$ cat src/rtl/core/mali_pkg.sv
// Shared types, register map and constants of the multi-axis servo move planner.
package mali_pkg;

    localparam int POS_W = 16;
    localparam int STEP_W = 16;
    localparam int PERIOD_W = 8;
    localparam int PADDR_W = 4;
    localparam int PDATA_W = 32;

    localparam logic MODE_START = 1'b0;
    localparam logic MODE_TICK = 1'b1;

    localparam logic [1:0] REG_PULSE_MIN = 2'd0;
    localparam logic [1:0] REG_PULSE_MAX = 2'd1;
    localparam logic [1:0] REG_TICK_PERIOD = 2'd2;
    localparam logic [1:0] REG_DEFAULT_DUR = 2'd3;

    localparam logic [POS_W-1:0] PULSE_MIN_RST = 16'd500;
    localparam logic [POS_W-1:0] PULSE_MAX_RST = 16'd2500;
    localparam logic [PERIOD_W-1:0] TICK_PERIOD_RST = 8'd20;
    localparam logic [STEP_W-1:0] DEFAULT_DUR_RST = 16'd500;

    typedef struct packed {
        logic mode;
        logic [POS_W-1:0] target_a;
        logic [POS_W-1:0] target_b;
        logic [POS_W-1:0] target_c;
        logic [POS_W-1:0] target_d;
        logic [STEP_W-1:0] move_duration_ms;
    } req_item_t;

    typedef struct packed {
        logic [POS_W-1:0] pos_a;
        logic [POS_W-1:0] pos_b;
        logic [POS_W-1:0] pos_c;
        logic [POS_W-1:0] pos_d;
        logic moving;
        logic done_res;
    } res_item_t;

    typedef struct packed {
        logic [POS_W-1:0] pulse_min;
        logic [POS_W-1:0] pulse_max;
        logic [PERIOD_W-1:0] tick_period_ms;
        logic [STEP_W-1:0] dflt_dur_ms;
    } cfg_t;

    // Home position of each axis after reset.
    function automatic logic [POS_W-1:0] home_pos(input int unsigned idx);
        logic [POS_W-1:0] val;
        case (idx)
            0: val = 16'd2150;
            1: val = 16'd1500;
            2: val = 16'd500;
            default: val = 16'd1500;
        endcase
        return val;
    endfunction

endpackage

$ cat src/rtl/core/multi_axis_linear_interpolator_top.sv
// Ignored requests, starts with no motion and moves that end on a tick go straight from
// acceptance to the output state. A tick inside a move first steps every axis in turn.
// A start that moves runs one step-count division and one increment division per axis
// on the shared bit-serial divider before its result is offered.
// One request is handled at a time; the input stalls until its result is loaded.
// Reset puts the axes at their home positions, with no move in progress and no result held.
module multi_axis_linear_interpolator_top
    import mali_pkg::*;
#(
    parameter int AXES = 4,
    parameter int FRAC_BITS = 16
)
(
    input  logic               clk,
    input  logic               rst_n,
    input  logic               req_valid,
    output logic               req_stall,
    input  req_item_t          req_item,
    output logic               res_valid,
    input  logic               res_stall,
    output res_item_t          res_item,
    input  logic               psel,
    input  logic               penable,
    input  logic               pwrite,
    input  logic [PADDR_W-1:0] paddr,
    input  logic [PDATA_W-1:0] pwdata,
    output logic [PDATA_W-1:0] prdata,
    output logic               pready
);

    localparam int AXW = (AXES > 1) ? $clog2(AXES) : 1;
    localparam int DW = POS_W + FRAC_BITS;
    localparam int ACC_W = DW + 1;
    localparam logic [AXW-1:0] LAST_AXIS = AXW'(AXES - 1);

    localparam logic [2:0] ST_IDLE = 3'd0;
    localparam logic [2:0] ST_DIV_STEPS = 3'd1;
    localparam logic [2:0] ST_DIV_LOAD = 3'd2;
    localparam logic [2:0] ST_DIV_AXIS = 3'd3;
    localparam logic [2:0] ST_TICK = 3'd4;
    localparam logic [2:0] ST_OUT = 3'd5;

    cfg_t cfg;

    logic [2:0]              state_reg;
    logic [2:0]              state_next;
    logic [AXW-1:0]          axis_reg;
    logic [AXW-1:0]          axis_next;
    logic [STEP_W-1:0]       step_total_reg;
    logic [STEP_W-1:0]       step_total_next;
    logic [STEP_W-1:0]       step_count_reg;
    logic [STEP_W-1:0]       step_count_next;
    logic                    moving_reg;
    logic                    moving_next;
    logic                    done_reg;
    logic                    done_next;
    logic                    res_valid_reg;
    logic                    res_valid_next;
    res_item_t               res_item_reg;
    res_item_t               res_item_next;

    logic [POS_W-1:0]        pos_reg [AXES];
    logic [POS_W-1:0]        goal_reg [AXES];
    logic signed [ACC_W-1:0] acc_reg [AXES];
    logic signed [ACC_W-1:0] inc_reg [AXES];

    logic [POS_W-1:0]        tgt_in [4];
    logic [POS_W-1:0]        tgt [AXES];
    logic [POS_W-1:0]        pos_view [4];
    logic                    any_move;
    logic                    req_acc;
    logic                    start_ok;
    logic                    move_go;
    logic                    tick_ok;
    logic                    tick_end;
    logic                    res_load;
    logic [STEP_W-1:0]       cnt_inc;
    logic [STEP_W-1:0]       dur_sel;
    logic [PERIOD_W-1:0]     period_sel;
    logic [STEP_W-1:0]       steps_q;
    logic [STEP_W-1:0]       steps_sel;
    logic [POS_W-1:0]        goal_cur;
    logic [POS_W-1:0]        pos_cur;
    logic                    neg_dir;
    logic [POS_W-1:0]        mag;
    logic signed [ACC_W-1:0] quo_ext;
    logic signed [ACC_W-1:0] inc_new;
    logic signed [ACC_W-1:0] acc_sum;
    logic [POS_W-1:0]        pos_from_acc;

    logic                    div_start;
    logic [DW-1:0]           div_dividend;
    logic [STEP_W-1:0]       div_divisor;
    logic                    div_done;
    logic [DW-1:0]           div_quo;

    mali_apb_regs u_regs (
        .clk     (clk),
        .rst_n   (rst_n),
        .psel    (psel),
        .penable (penable),
        .pwrite  (pwrite),
        .paddr   (paddr),
        .pwdata  (pwdata),
        .prdata  (prdata),
        .pready  (pready),
        .cfg     (cfg)
    );

    mali_divider #(
        .DW  (DW),
        .DVW (STEP_W)
    ) u_div (
        .clk      (clk),
        .rst_n    (rst_n),
        .start    (div_start),
        .dividend (div_dividend),
        .divisor  (div_divisor),
        .done     (div_done),
        .quotient (div_quo)
    );

    assign req_stall = (state_reg != ST_IDLE);
    assign req_acc = req_valid && !req_stall;
    assign res_valid = res_valid_reg;
    assign res_item = res_item_reg;

    // Clamp each requested target; axes without an input field keep their position.
    always_comb
    begin
        tgt_in[0] = req_item.target_a;
        tgt_in[1] = req_item.target_b;
        tgt_in[2] = req_item.target_c;
        tgt_in[3] = req_item.target_d;
        any_move = 1'b0;
        for (int i = 0; i < AXES; i++)
        begin
            if (i < 4)
            begin
                tgt[i] = tgt_in[2'(i)];
                if (tgt[i] < cfg.pulse_min)
                begin
                    tgt[i] = cfg.pulse_min;
                end
                if (tgt[i] > cfg.pulse_max)
                begin
                    tgt[i] = cfg.pulse_max;
                end
            end
            else
            begin
                tgt[i] = pos_reg[i];
            end
            if (tgt[i] != pos_reg[i])
            begin
                any_move = 1'b1;
            end
        end
    end

    always_comb
    begin
        for (int j = 0; j < 4; j++)
        begin
            pos_view[j] = '0;
        end
        for (int i = 0; i < AXES; i++)
        begin
            if (i < 4)
            begin
                pos_view[2'(i)] = pos_reg[i];
            end
        end
    end

    assign start_ok = req_acc && (req_item.mode == MODE_START) && !moving_reg;
    assign move_go = start_ok && any_move;
    assign tick_ok = req_acc && (req_item.mode == MODE_TICK) && moving_reg;
    assign cnt_inc = step_count_reg + STEP_W'(1);
    assign tick_end = (cnt_inc >= step_total_reg);

    assign dur_sel = (req_item.move_duration_ms == '0) ? cfg.dflt_dur_ms
                                                       : req_item.move_duration_ms;
    assign period_sel = (cfg.tick_period_ms == '0) ? PERIOD_W'(1) : cfg.tick_period_ms;
    assign steps_q = div_quo[STEP_W-1:0];
    assign steps_sel = (steps_q == '0) ? STEP_W'(1) : steps_q;

    assign goal_cur = goal_reg[axis_reg];
    assign pos_cur = pos_reg[axis_reg];
    assign neg_dir = (goal_cur < pos_cur);
    assign mag = neg_dir ? (pos_cur - goal_cur) : (goal_cur - pos_cur);
    assign quo_ext = $signed({1'b0, div_quo});
    assign inc_new = neg_dir ? -quo_ext : quo_ext;

    assign acc_sum = acc_reg[axis_reg] + inc_reg[axis_reg];
    assign pos_from_acc = acc_sum[ACC_W-1] ? '0 : acc_sum[DW-1:FRAC_BITS];

    assign div_start = move_go || (state_reg == ST_DIV_LOAD);
    assign div_dividend = (state_reg == ST_IDLE) ? DW'(dur_sel)
                                                 : {mag, {FRAC_BITS{1'b0}}};
    assign div_divisor = (state_reg == ST_IDLE) ? STEP_W'(period_sel) : step_total_reg;

    assign res_load = (state_reg == ST_OUT) && (!res_valid_reg || !res_stall);

    always_comb
    begin
        state_next = state_reg;
        axis_next = axis_reg;
        step_total_next = step_total_reg;
        step_count_next = step_count_reg;
        moving_next = moving_reg;
        done_next = done_reg;
        unique case (state_reg)
            ST_IDLE:
            begin
                if (req_acc)
                begin
                    done_next = (start_ok && !any_move) || (tick_ok && tick_end);
                    axis_next = '0;
                    if (move_go)
                    begin
                        state_next = ST_DIV_STEPS;
                    end
                    else if (tick_ok)
                    begin
                        step_count_next = cnt_inc;
                        if (tick_end)
                        begin
                            moving_next = 1'b0;
                            state_next = ST_OUT;
                        end
                        else
                        begin
                            state_next = ST_TICK;
                        end
                    end
                    else
                    begin
                        state_next = ST_OUT;
                    end
                end
            end
            ST_DIV_STEPS:
            begin
                if (div_done)
                begin
                    step_total_next = steps_sel;
                    state_next = ST_DIV_LOAD;
                end
            end
            ST_DIV_LOAD:
            begin
                state_next = ST_DIV_AXIS;
            end
            ST_DIV_AXIS:
            begin
                if (div_done)
                begin
                    if (axis_reg == LAST_AXIS)
                    begin
                        step_count_next = '0;
                        moving_next = 1'b1;
                        state_next = ST_OUT;
                    end
                    else
                    begin
                        axis_next = axis_reg + AXW'(1);
                        state_next = ST_DIV_LOAD;
                    end
                end
            end
            ST_TICK:
            begin
                if (axis_reg == LAST_AXIS)
                begin
                    state_next = ST_OUT;
                end
                else
                begin
                    axis_next = axis_reg + AXW'(1);
                end
            end
            ST_OUT:
            begin
                if (res_load)
                begin
                    state_next = ST_IDLE;
                end
            end
            default:
            begin
                state_next = ST_IDLE;
            end
        endcase
    end

    always_comb
    begin
        res_valid_next = res_valid_reg && res_stall;
        res_item_next = res_item_reg;
        if (res_load)
        begin
            res_valid_next = 1'b1;
            res_item_next.pos_a = pos_view[0];
            res_item_next.pos_b = pos_view[1];
            res_item_next.pos_c = pos_view[2];
            res_item_next.pos_d = pos_view[3];
            res_item_next.moving = moving_reg;
            res_item_next.done_res = done_reg;
        end
    end

    // Per-axis state, written one axis at a time except for the goal load and the snap to the goals.
    always_ff @(posedge clk or negedge rst_n)
    begin
        if (!rst_n)
        begin
            for (int i = 0; i < AXES; i++)
            begin
                pos_reg[i] <= home_pos(i);
                goal_reg[i] <= '0;
                acc_reg[i] <= '0;
                inc_reg[i] <= '0;
            end
        end
        else
        begin
            if (move_go)
            begin
                for (int i = 0; i < AXES; i++)
                begin
                    goal_reg[i] <= tgt[i];
                end
            end
            if ((state_reg == ST_IDLE) && tick_ok && tick_end)
            begin
                for (int i = 0; i < AXES; i++)
                begin
                    pos_reg[i] <= goal_reg[i];
                end
            end
            if ((state_reg == ST_DIV_AXIS) && div_done)
            begin
                inc_reg[axis_reg] <= inc_new;
                acc_reg[axis_reg] <= $signed({1'b0, pos_cur, {FRAC_BITS{1'b0}}});
            end
            if (state_reg == ST_TICK)
            begin
                acc_reg[axis_reg] <= acc_sum;
                pos_reg[axis_reg] <= pos_from_acc;
            end
        end
    end

    always_ff @(posedge clk)
    begin
        res_item_reg <= res_item_next;
    end

    always_ff @(posedge clk or negedge rst_n)
    begin
        if (!rst_n)
        begin
            state_reg <= ST_IDLE;
            axis_reg <= '0;
            step_total_reg <= '0;
            step_count_reg <= '0;
            moving_reg <= 1'b0;
            done_reg <= 1'b0;
            res_valid_reg <= 1'b0;
        end
        else
        begin
            state_reg <= state_next;
            axis_reg <= axis_next;
            step_total_reg <= step_total_next;
            step_count_reg <= step_count_next;
            moving_reg <= moving_next;
            done_reg <= done_next;
            res_valid_reg <= res_valid_next;
        end
    end

endmodule

$ cat src/rtl/core/mali_apb_regs.sv
// APB configuration registers of the move planner.
module mali_apb_regs
    import mali_pkg::*;
(
    input  logic               clk,
    input  logic               rst_n,
    input  logic               psel,
    input  logic               penable,
    input  logic               pwrite,
    input  logic [PADDR_W-1:0] paddr,
    input  logic [PDATA_W-1:0] pwdata,
    output logic [PDATA_W-1:0] prdata,
    output logic               pready,
    output cfg_t               cfg
);

    cfg_t cfg_reg;
    cfg_t cfg_next;
    logic wr_en;

    assign pready = 1'b1;
    assign wr_en = psel && penable && pwrite;
    assign cfg = cfg_reg;

    always_comb
    begin
        cfg_next = cfg_reg;
        if (wr_en)
        begin
            unique case (paddr[3:2])
                REG_PULSE_MIN:   cfg_next.pulse_min = pwdata[POS_W-1:0];
                REG_PULSE_MAX:   cfg_next.pulse_max = pwdata[POS_W-1:0];
                REG_TICK_PERIOD: cfg_next.tick_period_ms = pwdata[PERIOD_W-1:0];
                REG_DEFAULT_DUR: cfg_next.dflt_dur_ms = pwdata[STEP_W-1:0];
                default:         cfg_next = cfg_reg;
            endcase
        end
    end

    always_comb
    begin
        unique case (paddr[3:2])
            REG_PULSE_MIN:   prdata = PDATA_W'(cfg_reg.pulse_min);
            REG_PULSE_MAX:   prdata = PDATA_W'(cfg_reg.pulse_max);
            REG_TICK_PERIOD: prdata = PDATA_W'(cfg_reg.tick_period_ms);
            REG_DEFAULT_DUR: prdata = PDATA_W'(cfg_reg.dflt_dur_ms);
            default:         prdata = '0;
        endcase
    end

    always_ff @(posedge clk or negedge rst_n)
    begin
        if (!rst_n)
        begin
            cfg_reg.pulse_min <= PULSE_MIN_RST;
            cfg_reg.pulse_max <= PULSE_MAX_RST;
            cfg_reg.tick_period_ms <= TICK_PERIOD_RST;
            cfg_reg.dflt_dur_ms <= DEFAULT_DUR_RST;
        end
        else
        begin
            cfg_reg <= cfg_next;
        end
    end

endmodule

$ cat src/rtl/core/mali_divider.sv
// Shared restoring divider, one quotient bit per cycle.
module mali_divider
    import mali_pkg::*;
#(
    parameter int DW = 32,
    parameter int DVW = 16
)
(
    input  logic           clk,
    input  logic           rst_n,
    input  logic           start,
    input  logic [DW-1:0]  dividend,
    input  logic [DVW-1:0] divisor,
    output logic           done,
    output logic [DW-1:0]  quotient
);

    localparam int CW = $clog2(DW + 1);

    logic [DVW-1:0] rem_reg;
    logic [DVW-1:0] rem_next;
    logic [DW-1:0]  quo_reg;
    logic [DW-1:0]  quo_next;
    logic [DVW-1:0] dvs_reg;
    logic [CW-1:0]  cnt_reg;
    logic [CW-1:0]  cnt_next;
    logic           busy_reg;
    logic           busy_next;
    logic           done_reg;
    logic           done_next;
    logic [DVW:0]   shifted;
    logic [DVW:0]   diff;

    assign shifted = {rem_reg, quo_reg[DW-1]};
    assign diff = shifted - {1'b0, dvs_reg};
    assign done = done_reg;
    assign quotient = quo_reg;

    always_comb
    begin
        rem_next = rem_reg;
        quo_next = quo_reg;
        cnt_next = cnt_reg;
        busy_next = busy_reg;
        done_next = 1'b0;
        if (start)
        begin
            rem_next = '0;
            quo_next = dividend;
            cnt_next = CW'(DW);
            busy_next = 1'b1;
        end
        else if (busy_reg)
        begin
            // A borrow in the trial subtraction means this quotient bit is zero.
            if (!diff[DVW])
            begin
                rem_next = diff[DVW-1:0];
                quo_next = {quo_reg[DW-2:0], 1'b1};
            end
            else
            begin
                rem_next = shifted[DVW-1:0];
                quo_next = {quo_reg[DW-2:0], 1'b0};
            end
            cnt_next = cnt_reg - CW'(1);
            if (cnt_reg == CW'(1))
            begin
                busy_next = 1'b0;
                done_next = 1'b1;
            end
        end
    end

    always_ff @(posedge clk)
    begin
        if (start)
        begin
            dvs_reg <= divisor;
        end
        rem_reg <= rem_next;
        quo_reg <= quo_next;
    end

    always_ff @(posedge clk or negedge rst_n)
    begin
        if (!rst_n)
        begin
            cnt_reg <= '0;
            busy_reg <= 1'b0;
            done_reg <= 1'b0;
        end
        else
        begin
            cnt_reg <= cnt_next;
            busy_reg <= busy_next;
            done_reg <= done_next;
        end
    end

endmodule

$ cat config.mk
export PLATFORM = sky130hd
export DESIGN_NAME = multi_axis_linear_interpolator_top
export DESIGN_NICKNAME = d
export VERILOG_FILES = /design/src/rtl/core/mali_pkg.sv /design/src/rtl/core/multi_axis_linear_interpolator_top.sv /design/src/rtl/core/mali_apb_regs.sv /design/src/rtl/core/mali_divider.sv
export SDC_FILE = /design/constraint.sdc
export NUM_CORES = 2
export LEC_CHECK = 0
export ABC_AREA = 1
export BUFFER_PORTS_ARGS = -buffer_cell sky130_fd_sc_hd__buf_2
export CORE_MARGIN = 2
export CORE_UTILIZATION = 30
export DETAILED_ROUTE_END_ITERATION = 10
export SKIP_CTS_REPAIR_TIMING = 1
export SYNTH_ARGS = -nofsm -noshare
export SYNTH_HDL_FRONTEND = slang
export SYNTH_HIERARCHICAL = 1
export SYNTH_SLANG_ARGS = --single-unit
$ cat constraint.sdc
create_clock -name clk -period 6.8 [get_ports clk]
set_input_delay 0.34 -clock clk [delete_from_list [all_inputs] [get_ports clk]]
set_output_delay 0.34 -clock clk [all_outputs]
set_load 0.005 [all_outputs]
==> out/qor.yml <==
end_kind: "register"
start_util_pct: 30.3
num_vias: 31900
internal_power_w: 0.0104
critical_path.max_stage_delay_ns: 0.60
nFillCells: 12300
final_nets: 5027
cts_buffers: 67
finalSetupViolations: 0
cts.sinks: 562
grt.total_usage_pct: 19.5
antenna_found_initial: 0
maxSlewViolCount: 0
slew-limit-headroom_pct: 24.5
ir_drop_uv: 349
p_comb_share_pct: 57.0
cts-root-buf: "clkbuf_16"
synth_seq_cells: 562
grt_use_met1_pct: 26.8
netSwitchingPower_w: 0.0111
cpMostUsedCell: "nand2_1"
placedCellCount: 6162
avgSynthCellArea_sq_um: 7.38
rsz0062_at_grt: "no"
reg2reg_from: "u_regs/cfg[47]"
final_cells: 6300
pin_count: 225
hp-start: "pwdata[3]"
wirelength_mm: 117
critPathSlowestCell: "dfstp_2"
startpoint_type: "register"
top_usage_layer: "met2"
n_antenna_cell: 0
timing_hold_violations_final: 0
wl_per_cell_um: 18.5
worstSetupPathType: "reg2reg"
die_height_um: 344
ys_seq_area_share_pct: 41.7
gp_congestion: 0.930
skew_ns: 0.0284
clk_latency_ns: 0.63
drive_gt1_share_pct: 8.54
htree_num_levels: 3
numPortBuffers: 125
yosys_warnings: 6
syn_inst: 4700
crit_required_ns: 7.33
r2r_setup_slack_ns: 0.69
worstReg2RegEnd: "u_div/cnt_reg[0]"
worstMarginPinSlew_ns: 1.13
drtAntennaViolNets: 0
whs_endpoint: "u_regs/cfg[19]"
avgViaCountPerCell: 5.07
cts_tree: "done"
async_flop_share_pct: 82.6
synth_top_flop_cell: "dfrtp_1"
hp-class: "in2reg"
multi_input_area_sq_mm: 0.0172
period_share_pct: 89.9
crit_arrival_ns: 6.64
maxCapViolations: 0
clockBufferDepth: 3
die_w_um: 344
synth_cell_types: 66
grt_pass1_wl_mm: 180
seqPwrFrac_pct: 25.5
first_iter_violations: 3158
p_clk_share_pct: 17.4
fmax_mhz: 164
pwr_density_cell_mw_per_mm2: 552
reg2regPathDepth: 36
grt_pass1_vias: 30300
clk_pin_slew_ns: 0.06
timing.critical_path.fanout_max: 34
first_pass_iters: 6
status: "completed"
use_met2_pct: 31.1
p_leak_nw: 19.1
areaGrowthSynthToFinish_pct: 12.2
synth-edff-count: 82
syn_area_sq_mm: 0.0347
grt_use_met3_pct: 2.48
grt.overflow.total: 0
hpwlAfterDp_mm: 81.8
tns_ns: 0
hold_path_depth: 3
dieArea_sq_mm: 0.118
drc: 0
swShare_pct: 51.6
min_period_ns: 6.11
row_count: 124
final-seq-area_sq_mm: 0.0145
core_sq_mm: 0.115
grt_max_degree: 194
[kinds of logic after synthesis]
| logic type | after synthesis | synth area share (%) |
|---|---|---|
| xor+xnor | 79 | 2.00 |
| other cells | 3 | 0.0325 |
| buf+inv | 757 | 9.16 |
| fa+ha+maj | 169 | 6.19 |
| flops | 562 | 41.7 |
| mux | 1 | 0.0289 |
| compound gates | 962 | 15.1 |
| simple gates | 2167 | 25.8 |
[routing by layer]
metal,routed length [um],vias to the layer above
met3,7120,228
met4,4640,0
met2,52600,1093
li1,-,15400
met1,52200,15200
met5,0,-
[critical path: cells and delay by family, from the launching register on]
family,cells,cell delay (ns)
buf+inv,6,1.27
flops,1,0.60
compound gates,4,0.68
fa+ha+maj,2,0.59
simple gates,24,2.84
[worst max-delay path by stage]
stage,from,endpoint,slack [ns],cells after the start
detailed placement,u_regs/cfg[47],u_div/quotient[4],0.74,34
CTS,u_regs/cfg[47],u_div/quotient[3],0.71,34
finish,u_regs/cfg[47],u_div/cnt_reg[0],0.69,36
floorplan,u_regs/cfg[45],u_div/quotient[0],1.36,33
global route,u_regs/cfg[47],u_div/cnt_reg[0],0.002,36
global placement,u_regs/cfg[45],u_div/quotient[13],0.73,34
[layout make-up]
class / count / share of cell area [%]
clock inverters: 38 / 1.18
clock buffers: 85 / 4.66
well taps: 1512 / 4.86
multi-input cells: 3427 / 44.3
inverters: 487 / 4.74
repair buffers: 189 / 3.06
flip-flops and latches: 562 / 37.2
[layout by cell type, fill, tap and decap left out, types with 8 or more instances in the layout]
cell type,synthesis,routed
a21oi_1,227,226
a31oi_1,13,13
a32oi_1,17,17
buf_2,28,124
buf_4,58,46
clkbuf_1,158,11
clkbuf_16,0,67
clkinv_2,0,17
conb_1,3,49
dfrtp_1,420,418
dfstp_2,44,44
dfxtp_1,16,16
dlygate4sd3_1,0,15
edfxtp_1,82,82
ha_1,165,165
inv_1,471,467
inv_2,8,13
nand2_1,1332,1331
nand2_2,9,10
nand3_1,321,321
nand4_1,22,22
nor2_1,374,368
nor2_2,6,10
nor3_1,50,50
nor4_1,15,15
o211ai_1,26,26
o21a_1,8,8
o21ai_0,531,531
o21ai_1,23,23
o21ai_2,11,11
o22ai_1,57,57
xnor2_1,28,28
xor2_1,51,51
[Yosys cell counts (all sizes together), types with 6 or more instances]
master | count | area (sq um)
inv | 481 | 1810
xnor2 | 28 | 245
dfstp | 44 | 1160
nand3 | 322 | 1620
clkbuf | 158 | 593
o211ai | 26 | 195
nor3 | 51 | 260
o22ai | 57 | 357
o31ai | 7 | 52.6
a21o | 6 | 45.0
a31o | 7 | 61.3
dfxtp | 16 | 320
dfrtp | 420 | 10500
ha | 165 | 2060
or2 | 7 | 43.8
edfxtp | 82 | 2460
nor2 | 385 | 1520
o21ai | 565 | 2870
buf | 112 | 748
a21oi | 228 | 1140
nor4 | 16 | 106
a32oi | 17 | 149
a31oi | 13 | 81.3
nand2 | 1347 | 5120
xor2 | 51 | 447
clkinv | 6 | 22.5
o21a | 8 | 60.1
nand4 | 22 | 138
[power groups by stage]
stage	Combinational [W]	Clock, W	Sequential, W
detailed placement	0.0121	0	0.00551
global placement	0.0120	0	0.00550
floorplan	0.00841	0	0.00509
global route	0.0137	0.00394	0.00558
CTS	0.0121	0.00381	0.00547
finish	0.0123	0.00375	0.00549
[stage by stage]
stage	total power, W	util, %	area (sq um)	setup slack, ns	hold WS (ns)
global route	0.0232	34.0	38900	0.00152	0.0206
floorplan	0.0135	-	34800	1.36	0.0444
finish	0.0215	34.0	38900	0.688	0.0221
global placement	0.0175	31.9	36500	0.730	0.457
detailed placement	0.0176	31.9	36500	0.737	0.460
CTS	0.0214	33.8	38700	0.714	-0.196
Power figures use the tool's default switching activity.
